[src/design/i2crm_pkg.sv]
// Package for the I2C register master: request kinds, bus phases, queue item
// and result types, and the sizing constants of the write buffer.
// No dependencies; every other design file but i2crm_ram imports it.
package i2crm_pkg;

  localparam int BUFFER_DEPTH = 256;
  localparam int PTR_W = (BUFFER_DEPTH > 1) ? $clog2(BUFFER_DEPTH) : 1;

  localparam logic [7:0] ADDR_RESET = 8'ha2;
  localparam logic [7:0] LOW_RESET = 8'd13;
  localparam logic [7:0] HIGH_RESET = 8'd6;
  localparam logic       READ_BIT = 1'b1;

  typedef enum logic [1:0] {
    REQ_TICK  = 2'd0,
    REQ_READ  = 2'd1,
    REQ_WRITE = 2'd2,
    REQ_PUSH  = 2'd3
  } req_e;

  typedef enum logic [1:0] {
    CFG_TARGET = 2'd0,
    CFG_LOW    = 2'd1,
    CFG_HIGH   = 2'd2
  } cfg_e;

  typedef enum logic [2:0] {
    PH_IDLE    = 3'd0,
    PH_START   = 3'd1,
    PH_RSTART  = 3'd2,
    PH_SEND    = 3'd3,
    PH_ACKCHK  = 3'd4,
    PH_READ    = 3'd5,
    PH_SENDACK = 3'd6,
    PH_STOP    = 3'd7
  } phase_e;

  typedef enum logic [1:0] {
    ST_ADDR_W = 2'd0,
    ST_REG    = 2'd1,
    ST_ADDR_R = 2'd2,
    ST_DATA   = 2'd3
  } stage_e;

  typedef struct packed {
    req_e       kind;
    logic       cnt_zero;
    logic [7:0] reg_addr;
    logic [7:0] byte_count;
    logic [7:0] data_byte;
    logic       sda_in;
  } item_t;

  typedef struct packed {
    logic       scl_level;
    logic       sda_level;
    logic [7:0] read_byte;
    logic       read_valid;
    logic       busy_res;
    logic       done_res;
    logic       acks_ok;
  } result_t;

  typedef struct packed {
    logic  we;
    cfg_e  idx;
    logic [7:0] data;
  } cfg_wr_t;

endpackage

[src/design/i2crm_ram.sv]
// Generic single-write, single-read memory with a registered read port.
// No dependencies.
module i2crm_ram #(
  parameter int WIDTH = 8,
  parameter int DEPTH = 256
) (
  input  logic                                     clk_i,
  input  logic                                     we_i,
  input  logic [((DEPTH > 1) ? $clog2(DEPTH) : 1)-1:0] waddr_i,
  input  logic [WIDTH-1:0]                         wdata_i,
  input  logic [((DEPTH > 1) ? $clog2(DEPTH) : 1)-1:0] raddr_i,
  output logic [WIDTH-1:0]                         rdata_o
);

  logic [WIDTH-1:0] mem_q [DEPTH];
  logic [WIDTH-1:0] rdata_q;

  always_ff @(posedge clk_i) begin
    if (we_i) begin
      mem_q[waddr_i] <= wdata_i;
    end
    rdata_q <= mem_q[raddr_i];
  end

  assign rdata_o = rdata_q;

endmodule

[src/design/i2crm_front.sv]
// Front end: unpacks an incoming stream transaction and classifies it into a
// queue item. Depends on i2crm_pkg.
module i2crm_front (
  input  logic               s_valid_i,
  input  logic [1:0]         s_user_i,
  input  logic [31:0]        s_data_i,
  input  logic               q_full_i,
  output logic               s_ready_o,
  output logic               q_push_o,
  output i2crm_pkg::item_t   q_item_o
);
  import i2crm_pkg::*;

  item_t item;

  always_comb begin
    item.kind       = req_e'(s_user_i);
    item.reg_addr   = s_data_i[7:0];
    item.byte_count = s_data_i[15:8];
    item.data_byte  = s_data_i[23:16];
    item.sda_in     = s_data_i[24];
    item.cnt_zero   = (s_data_i[15:8] == 8'd0) &&
                      ((s_user_i == REQ_READ) || (s_user_i == REQ_WRITE));
  end

  assign s_ready_o = !q_full_i;
  assign q_push_o  = s_valid_i && !q_full_i;
  assign q_item_o  = item;

endmodule

[src/design/i2crm_queue.sv]
// Two-entry queue that decouples the front end from the bus engine.
// Depends on i2crm_pkg.
module i2crm_queue (
  input  logic             clk_i,
  input  logic             rst_ni,
  input  logic             push_i,
  input  i2crm_pkg::item_t item_i,
  input  logic             pop_i,
  output logic             full_o,
  output logic             valid_o,
  output i2crm_pkg::item_t item_o
);
  import i2crm_pkg::*;

  item_t       slot_q [2];
  logic        wr_ptr_q, wr_ptr_d;
  logic        rd_ptr_q, rd_ptr_d;
  logic [1:0]  count_q, count_d;

  always_comb begin
    wr_ptr_d = wr_ptr_q;
    rd_ptr_d = rd_ptr_q;
    count_d  = count_q;
    if (push_i) begin
      wr_ptr_d = !wr_ptr_q;
    end
    if (pop_i) begin
      rd_ptr_d = !rd_ptr_q;
    end
    if (push_i && !pop_i) begin
      count_d = count_q + 2'd1;
    end else if (pop_i && !push_i) begin
      count_d = count_q - 2'd1;
    end
  end

  always_ff @(posedge clk_i or negedge rst_ni) begin
    if (!rst_ni) begin
      wr_ptr_q <= 1'b0;
      rd_ptr_q <= 1'b0;
      count_q  <= 2'd0;
    end else begin
      wr_ptr_q <= wr_ptr_d;
      rd_ptr_q <= rd_ptr_d;
      count_q  <= count_d;
    end
  end

  always_ff @(posedge clk_i) begin
    if (push_i) begin
      slot_q[wr_ptr_q] <= item_i;
    end
  end

  assign full_o  = count_q[1];
  assign valid_o = (count_q != 2'd0);
  assign item_o  = slot_q[rd_ptr_q];

endmodule

[src/design/i2crm_back.sv]
// Bus engine: holds configuration and the bus state machine, executes one
// queued item per cycle while its result register is free or being taken, and
// registers its result. Depends on i2crm_pkg and i2crm_ram.
module i2crm_back (
  input  logic                clk_i,
  input  logic                rst_ni,
  input  i2crm_pkg::cfg_wr_t  cfg_i,
  input  logic                q_valid_i,
  input  i2crm_pkg::item_t    q_item_i,
  output logic                q_pop_o,
  output logic                m_valid_o,
  input  logic                m_ready_i,
  output i2crm_pkg::result_t  m_res_o
);
  import i2crm_pkg::*;

  logic [6:0] target_q;
  logic [7:0] low_q, high_q;

  phase_e     phase_q, phase_d;
  stage_e     stage_q, stage_d;
  logic [1:0] part_q, part_d;
  logic [7:0] tick_q, tick_d;
  logic [2:0] bit_q, bit_d;
  logic [7:0] shift_q, shift_d;
  logic [7:0] left_q, left_d;
  logic [7:0] regb_q, regb_d;
  logic       is_read_q, is_read_d;
  logic       ack_q, ack_d;
  logic [PTR_W-1:0] push_ptr_q, push_ptr_d;
  logic [PTR_W-1:0] send_ptr_q, send_ptr_d;

  logic       out_valid_q;
  result_t    out_q, res;

  logic       pop;
  logic       ram_we;
  logic [7:0] ram_rdata;
  logic [7:0] len, len_eff;
  logic [8:0] tick_inc;
  logic       last_part;
  logic [7:0] addr_byte;

  assign pop       = q_valid_i && (!out_valid_q || m_ready_i);
  assign ram_we    = pop && (phase_q == PH_IDLE) && (q_item_i.kind == REQ_PUSH);
  assign addr_byte = {target_q, 1'b0};

  i2crm_ram #(
    .WIDTH(8),
    .DEPTH(BUFFER_DEPTH)
  ) u_wbuf (
    .clk_i  (clk_i),
    .we_i   (ram_we),
    .waddr_i(push_ptr_q),
    .wdata_i(q_item_i.data_byte),
    .raddr_i(send_ptr_q),
    .rdata_o(ram_rdata)
  );

  always_comb begin
    len       = (part_q == 2'd0) ? low_q : high_q;
    len_eff   = (len == 8'd0) ? 8'd1 : len;
    tick_inc  = {1'b0, tick_q} + 9'd1;
    last_part = ((phase_q == PH_START) || (phase_q == PH_RSTART)) ?
                (part_q == 2'd2) : (part_q == 2'd1);
  end

  always_comb begin
    phase_d    = phase_q;
    stage_d    = stage_q;
    part_d     = part_q;
    tick_d     = tick_q;
    bit_d      = bit_q;
    shift_d    = shift_q;
    left_d     = left_q;
    regb_d     = regb_q;
    is_read_d  = is_read_q;
    ack_d      = ack_q;
    push_ptr_d = push_ptr_q;
    send_ptr_d = send_ptr_q;
    res        = '0;

    case (phase_q)
      PH_IDLE: begin
        res.scl_level = 1'b1;
        res.sda_level = 1'b1;
      end
      PH_START, PH_RSTART: begin
        res.scl_level = (part_q == 2'd0) ? (phase_q == PH_START) : 1'b1;
        res.sda_level = (part_q != 2'd2);
      end
      PH_SEND: begin
        res.scl_level = (part_q != 2'd0);
        res.sda_level = shift_q[~bit_q];
      end
      PH_SENDACK: begin
        res.scl_level = (part_q != 2'd0);
        res.sda_level = (left_q == 8'd0);
      end
      PH_STOP: begin
        res.scl_level = (part_q != 2'd0);
        res.sda_level = 1'b0;
      end
      default: begin
        res.scl_level = (part_q != 2'd0);
        res.sda_level = 1'b1;
      end
    endcase

    if (phase_q == PH_IDLE) begin
      if ((q_item_i.kind == REQ_READ) || (q_item_i.kind == REQ_WRITE)) begin
        if (q_item_i.cnt_zero) begin
          res.done_res = 1'b1;
        end else begin
          is_read_d  = (q_item_i.kind == REQ_READ);
          regb_d     = q_item_i.reg_addr;
          left_d     = q_item_i.byte_count;
          send_ptr_d = '0;
          ack_d      = 1'b1;
          tick_d     = 8'd0;
          part_d     = 2'd0;
          bit_d      = 3'd0;
          phase_d    = PH_START;
        end
      end else if (q_item_i.kind == REQ_PUSH) begin
        push_ptr_d = (push_ptr_q == PTR_W'(BUFFER_DEPTH - 1)) ? '0 : push_ptr_q + 1'b1;
      end
    end else if (q_item_i.kind == REQ_TICK) begin
      tick_d = tick_inc[7:0];
      if (tick_inc >= {1'b0, len_eff}) begin
        tick_d = 8'd0;
        if (!last_part) begin
          part_d = part_q + 2'd1;
        end else begin
          part_d = 2'd0;
          case (phase_q)
            PH_START: begin
              shift_d = addr_byte;
              stage_d = ST_ADDR_W;
              phase_d = PH_SEND;
              bit_d   = 3'd0;
            end
            PH_RSTART: begin
              shift_d = {target_q, READ_BIT};
              stage_d = ST_ADDR_R;
              phase_d = PH_SEND;
              bit_d   = 3'd0;
            end
            PH_SEND: begin
              bit_d = bit_q + 3'd1;
              if (bit_q == 3'd7) begin
                phase_d = PH_ACKCHK;
              end
            end
            PH_ACKCHK: begin
              if (q_item_i.sda_in) begin
                ack_d = 1'b0;
              end
              if (stage_q == ST_ADDR_W) begin
                shift_d = regb_q;
                stage_d = ST_REG;
                phase_d = PH_SEND;
                bit_d   = 3'd0;
              end else if ((stage_q == ST_REG) && is_read_q) begin
                phase_d = PH_RSTART;
              end else if (stage_q == ST_ADDR_R) begin
                phase_d = PH_READ;
                bit_d   = 3'd0;
                shift_d = 8'd0;
              end else if (left_q != 8'd0) begin
                shift_d    = ram_rdata;
                send_ptr_d = (send_ptr_q == PTR_W'(BUFFER_DEPTH - 1)) ?
                             '0 : send_ptr_q + 1'b1;
                left_d     = left_q - 8'd1;
                stage_d    = ST_DATA;
                phase_d    = PH_SEND;
                bit_d      = 3'd0;
              end else begin
                phase_d = PH_STOP;
              end
            end
            PH_READ: begin
              shift_d = {shift_q[6:0], q_item_i.sda_in};
              bit_d   = bit_q + 3'd1;
              if (bit_q == 3'd7) begin
                res.read_valid = 1'b1;
                res.read_byte  = {shift_q[6:0], q_item_i.sda_in};
                left_d         = left_q - 8'd1;
                phase_d        = PH_SENDACK;
              end
            end
            PH_SENDACK: begin
              if (left_q != 8'd0) begin
                phase_d = PH_READ;
                bit_d   = 3'd0;
                shift_d = 8'd0;
              end else begin
                phase_d = PH_STOP;
              end
            end
            PH_STOP: begin
              phase_d      = PH_IDLE;
              res.done_res = 1'b1;
              res.acks_ok  = ack_q;
              if (!is_read_q) begin
                push_ptr_d = '0;
              end
            end
            default: begin
              phase_d = PH_IDLE;
            end
          endcase
        end
      end
    end

    res.busy_res = (phase_d != PH_IDLE);
  end

  always_ff @(posedge clk_i or negedge rst_ni) begin
    if (!rst_ni) begin
      target_q <= ADDR_RESET[7:1];
      low_q    <= LOW_RESET;
      high_q   <= HIGH_RESET;
    end else if (cfg_i.we) begin
      case (cfg_i.idx)
        CFG_TARGET: target_q <= cfg_i.data[6:0];
        CFG_LOW:    low_q    <= cfg_i.data;
        CFG_HIGH:   high_q   <= cfg_i.data;
        default:    ;
      endcase
    end
  end

  always_ff @(posedge clk_i or negedge rst_ni) begin
    if (!rst_ni) begin
      phase_q    <= PH_IDLE;
      stage_q    <= ST_ADDR_W;
      part_q     <= 2'd0;
      tick_q     <= 8'd0;
      bit_q      <= 3'd0;
      shift_q    <= 8'd0;
      left_q     <= 8'd0;
      regb_q     <= 8'd0;
      is_read_q  <= 1'b0;
      ack_q      <= 1'b1;
      push_ptr_q <= '0;
      send_ptr_q <= '0;
    end else if (pop) begin
      phase_q    <= phase_d;
      stage_q    <= stage_d;
      part_q     <= part_d;
      tick_q     <= tick_d;
      bit_q      <= bit_d;
      shift_q    <= shift_d;
      left_q     <= left_d;
      regb_q     <= regb_d;
      is_read_q  <= is_read_d;
      ack_q      <= ack_d;
      push_ptr_q <= push_ptr_d;
      send_ptr_q <= send_ptr_d;
    end
  end

  always_ff @(posedge clk_i or negedge rst_ni) begin
    if (!rst_ni) begin
      out_valid_q <= 1'b0;
    end else if (pop) begin
      out_valid_q <= 1'b1;
    end else if (m_ready_i) begin
      out_valid_q <= 1'b0;
    end
  end

  always_ff @(posedge clk_i) begin
    if (pop) begin
      out_q <= res;
    end
  end

  assign q_pop_o   = pop;
  assign m_valid_o = out_valid_q;
  assign m_res_o   = out_q;

endmodule

[src/design/i2c_register_master.sv]
// I2C register master takes one request per clock cycle while the queue is not
// full and returns one result transaction per request, in order. A request is
// written into a two-entry queue and, once the bus engine pops it, its result
// is held in the engine's output register; the engine retires one request per
// cycle and the output register keeps the rate while the downstream side is ready.
// Each tick request advances the bus by one time tick, so the bus speed follows
// the tick rate together with the low and high tick counts. The write buffer
// is a 256-entry memory that is read ahead of use through a registered port.
// Depends on i2crm_pkg, i2crm_front, i2crm_queue and i2crm_back.
module i2c_register_master (
  input  logic        clk_i,
  input  logic        rst_ni,
  input  logic        cfg_we_i,
  input  logic [1:0]  cfg_idx_i,
  input  logic [7:0]  cfg_data_i,
  input  logic        s_axis_tvalid,
  output logic        s_axis_tready,
  // reg_addr[7:0], byte_count[15:8], data_byte[23:16], sda_in[24], zero above.
  input  logic [31:0] s_axis_tdata,
  // req_type[1:0].
  input  logic [1:0]  s_axis_tuser,
  output logic        m_axis_tvalid,
  input  logic        m_axis_tready,
  // scl_level[0], sda_level[1], read_byte[9:2], read_valid[10], busy_res[11],
  // done_res[12], acks_ok[13], zero above.
  output logic [15:0] m_axis_tdata
);
  import i2crm_pkg::*;

  item_t   front_item, q_item;
  logic    q_push, q_full, q_valid, q_pop;
  result_t res;
  cfg_wr_t cfg;

  assign cfg.we   = cfg_we_i;
  assign cfg.idx  = cfg_e'(cfg_idx_i);
  assign cfg.data = cfg_data_i;

  i2crm_front u_front (
    .s_valid_i(s_axis_tvalid),
    .s_user_i (s_axis_tuser),
    .s_data_i (s_axis_tdata),
    .q_full_i (q_full),
    .s_ready_o(s_axis_tready),
    .q_push_o (q_push),
    .q_item_o (front_item)
  );

  i2crm_queue u_queue (
    .clk_i  (clk_i),
    .rst_ni (rst_ni),
    .push_i (q_push),
    .item_i (front_item),
    .pop_i  (q_pop),
    .full_o (q_full),
    .valid_o(q_valid),
    .item_o (q_item)
  );

  i2crm_back u_back (
    .clk_i    (clk_i),
    .rst_ni   (rst_ni),
    .cfg_i    (cfg),
    .q_valid_i(q_valid),
    .q_item_i (q_item),
    .q_pop_o  (q_pop),
    .m_valid_o(m_axis_tvalid),
    .m_ready_i(m_axis_tready),
    .m_res_o  (res)
  );

  assign m_axis_tdata = {2'b00, res.acks_ok, res.done_res, res.busy_res,
                         res.read_valid, res.read_byte, res.sda_level, res.scl_level};

endmodule
[config.mk]
export PLATFORM = sky130hd
export DESIGN_NAME = i2c_register_master
export DESIGN_NICKNAME = d
export VERILOG_FILES = /design/src/design/i2crm_pkg.sv /design/src/design/i2crm_ram.sv /design/src/design/i2crm_front.sv /design/src/design/i2crm_queue.sv /design/src/design/i2crm_back.sv /design/src/design/i2c_register_master.sv
export SDC_FILE = /design/constraint.sdc
export NUM_CORES = 2
export LEC_CHECK = 0
export BUFFER_PORTS_ARGS = -buffer_cell sky130_fd_sc_hd__buf_2
export CAP_MARGIN = 0
export CELL_PAD_IN_SITES_DETAIL_PLACEMENT = 1
export CELL_PAD_IN_SITES_GLOBAL_PLACEMENT = 1
export CORE_MARGIN = 3
export CORE_UTILIZATION = 56
export DETAILED_ROUTE_END_ITERATION = 12
export MAX_ROUTING_LAYER = met4
export PLACE_DENSITY_LB_ADDON = 0.1
export SKIP_CTS_REPAIR_TIMING = 1
export SYNTH_ARGS = -nofsm -noshare
export SYNTH_HDL_FRONTEND = slang
export SYNTH_SLANG_ARGS = --single-unit
[constraint.sdc]
create_clock -name clk_i -period 6.9 [get_ports clk_i]
set_input_delay 1.38 -clock clk_i [delete_from_list [all_inputs] [get_ports clk_i]]
set_output_delay 1.38 -clock clk_i [all_outputs]
set_load 0.1 [all_outputs]
==> results.json <==
{
  "average_footprint_of_a_synthesized_cell_um2": 20.1,
  "dieHeight_um": 401,
  "tritoncts": "yes",
  "dp.final_hpwl_um": 143000,
  "clk_path_buf_depth": 3,
  "clock_insertion_delay_worst_skew_ns": 0.84,
  "drive_above_1_share_pct": 23.4,
  "h_tree_depth": 4,
  "layout.cells.most_common": "sky130_fd_sc_hd__edfxtp_1",
  "clock_sinks": 2214,
  "layout.area.seq_mm2": 0.0660,
  "critPathRequiredTime_ns": 7.36,
  "synthFlopType": "sky130_fd_sc_hd__edfxtp_1",
  "critical_path_class": "reg2reg",
  "dieArea_mm2": 0.161,
  "number_of_standard_cells_after_synthesis": 4353,
  "num_rows": 144,
  "first_global_vias": 46200,
  "timing.max_cap.violations": 0,
  "grt.met3_usage_pct": 4.96,
  "synthesis.yosys.warnings": 0,
  "drt.antenna.violating_nets": 0,
  "drc_errors": 0,
  "placeableCoreArea_mm2": 0.155,
  "starting_density_pct": 56.6,
  "globalRouteMet2Util_pct": 46.8,
  "grt_max_degree": 197,
  "setup_total_negative_slack_ns": 0,
  "fin_cells": 6722,
  "design.portCount": 67,
  "endpoint_kind": "flop",
  "globalRouteMet1Util_pct": 43.3,
  "postSynth.asyncResetShare_pct": 3.97,
  "root_buffer_cell": "sky130_fd_sc_hd__clkbuf_16",
  "worst_setup_path_start_kind": "flop",
  "synthToLayoutAreaGrowth_pct": 11.0,
  "layout_common_cells": "2118 x sky130_fd_sc_hd__edfxtp_1, 545 x sky130_fd_sc_hd__mux4_2, 317 x sky130_fd_sc_hd__nor2_1, 223 x sky130_fd_sc_hd__nand2_1, 222 x sky130_fd_sc_hd__clkbuf_16",
  "finalHoldViolCount": 0,
  "min_period_over_period_pct": 75.1,
  "synth_enable_flop_cells": 2118,
  "netlist_area_mm2": 0.0874,
  "total_power_w": 0.0343,
  "setup_violations": 0,
  "numCtsBuffers": 215,
  "rsz0062_at_grt": "no",
  "grt_util_all_layers_pct": 30.6,
  "status": "completed",
  "detail_route.iter0.violations": 5723,
  "post-place-cells": 6318,
  "routed_vias_inst": 6.69,
  "grt_antenna_before_repair": 11,
  "vias": 45000,
  "routabilityCongestion": 0.841,
  "final_net_count": 4563,
  "synth_cell_type_count": 74,
  "postSynthRegisterBits": 2214,
  "routed_wl_um": 236000,
  "worstPathMaxFanout": 23,
  "maximum_vdd_ir_drop_uv": 411,
  "filler_cell_count": 12700,
  "power.leakage_nw": 30.2,
  "dr.pass1.iters": 6,
  "synth_sequential_area_ratio_pct": 75.4,
  "skew_ns": 0.0262,
  "wl_per_cell_um": 35.2,
  "global_route_wire_length_before_repair_um": 343000,
  "gr-total-overflow": 0,
  "crit_arrival_ns": 5.63,
  "slew_violations": 0,
  "hp-class": "reg2reg",
  "slew_headroom_pct": 15.7,
  "pwr_density_cell_mw_per_mm2": 354,
  "multiInputGateArea_mm2": 0.0202,
  "period_minus_slack_ns": 5.18,
  "port_buffers": 57,
  "fmaxAchievable_mhz": 193,
  "grt.busiest_layer": "met2",
  "clk_transition_reported_paths_ns": 0.06,
  "dieWidth_um": 401,
  "tightest_slew_ns": 1.26,
  "postLayoutCoreUtil_pct": 62.8
}
[power breakdown]
part           switching [W]  internal [W]  total, W
logic                0.00420       0.00195   0.00615
clock network        0.00495       0.00653    0.0115
registers           0.000258        0.0164    0.0167
total                0.00941        0.0249    0.0343
[metrics by stage]
| stage | setup slack [ns] | hold slack (ns) | instance area [um2] |
|---|---|---|---|
| after floorplan | 3.25 | 0.455 | 87500 |
| after global placement | 1.89 | 0.475 | 90200 |
| after detailed placement | 1.78 | 0.488 | 90200 |
| after CTS | 1.76 | 0.498 | 97000 |
| after global routing | 1.47 | 0.517 | 97000 |
| final | 1.72 | 0.493 | 97000 |
[synth_stat cells, types with 26 or more instances]
cell type,n,area [um2]
sky130_fd_sc_hd__buf_2,46,230
sky130_fd_sc_hd__buf_4,28,210
sky130_fd_sc_hd__nor2_1,320,1200
sky130_fd_sc_hd__nand2_1,229,860
sky130_fd_sc_hd__nand3_1,78,390
sky130_fd_sc_hd__mux4_2,545,12300
sky130_fd_sc_hd__dfrtp_1,79,1980
sky130_fd_sc_hd__buf_1,26,97.6
sky130_fd_sc_hd__a21oi_1,65,325
sky130_fd_sc_hd__edfxtp_1,2118,63600
sky130_fd_sc_hd__o21ai_0,79,395
sky130_fd_sc_hd__a22oi_1,34,255
sky130_fd_sc_hd__mux2i_1,108,1080
sky130_fd_sc_hd__mux2_2,55,619
sky130_fd_sc_hd__clkbuf_1,127,477
[final cells by class]
type                    instances  share of cell area [%]
repair buffers                171                    1.35
well taps                    2044                    2.64
clock buffers                 292                    6.05
multi-input cells            1862                    20.9
diodes                          4                  0.0103
clock inverters               108                   0.975
inverters                      27                   0.113
flip-flops and latches       2214                    68.0
[final timing paths]
check | startpoint | slack (ns) | endpoint | cells past startpoint
worst min-delay path | u_back.ack_q | 0.49 | u_back.ack_q | 2
worst max-delay path | u_back.phase_q[2] | 1.72 | u_back.u_wbuf.mem_q[138][3] | 6
min in group asynchronous | rst_ni | 0.53 | u_back.target_q[2] | 1
max in group asynchronous | rst_ni | 5.16 | u_back.send_ptr_q[1] | 2
worst max register to register | u_back.phase_q[2] | 1.72 | u_back.u_wbuf.mem_q[138][3] | 6
worst min register to register | u_back.ack_q | 0.49 | u_back.ack_q | 2
[state kept, by name, summed over array words and instances (netlist names), 8 cells and up]
register,flops
u_back.u_wbuf.rdata_o,8
u_back.regb_q,8
u_back.send_ptr_q,8
u_back.left_q,8
u_back.low_q,8
u_queue.slot_q,56
u_back.tick_q,8
u_back.high_q,8
u_back.shift_q,8
u_back.push_ptr_q,8
u_back.u_wbuf.mem_q,2048
u_back.m_res_o,14
[routing by layer]
metal | routed length (um) | share of wire (%)
met1 | 94400 | 40
met2 | 115000 | 49
met3 | 20000 | 8.5
met4 | 7300 | 3.1
met5 | 0 | 0
[kinds of logic after synthesis]
| group | share of synthesized area, % |
|---|---|
| compound gates | 2.66 |
| xor+xnor | 0.170 |
| fa+ha+maj | 0.329 |
| buf+inv | 1.60 |
| flops | 75.4 |
| mux | 16.0 |
| other cells | 0.00429 |
| simple gates | 3.80 |
[worst max-delay path: stages (launching register included)]
cell and delay [ns]:
sky130_fd_sc_hd__dfrtp_1 0.62, sky130_fd_sc_hd__inv_1 0.54, sky130_fd_sc_hd__nand2_1 0.72, sky130_fd_sc_hd__nor3_2 0.57
sky130_fd_sc_hd__buf_4 0.58, sky130_fd_sc_hd__nand3_2 0.76, sky130_fd_sc_hd__nor2_1 1.01
(Power assumes the default switching activity.)
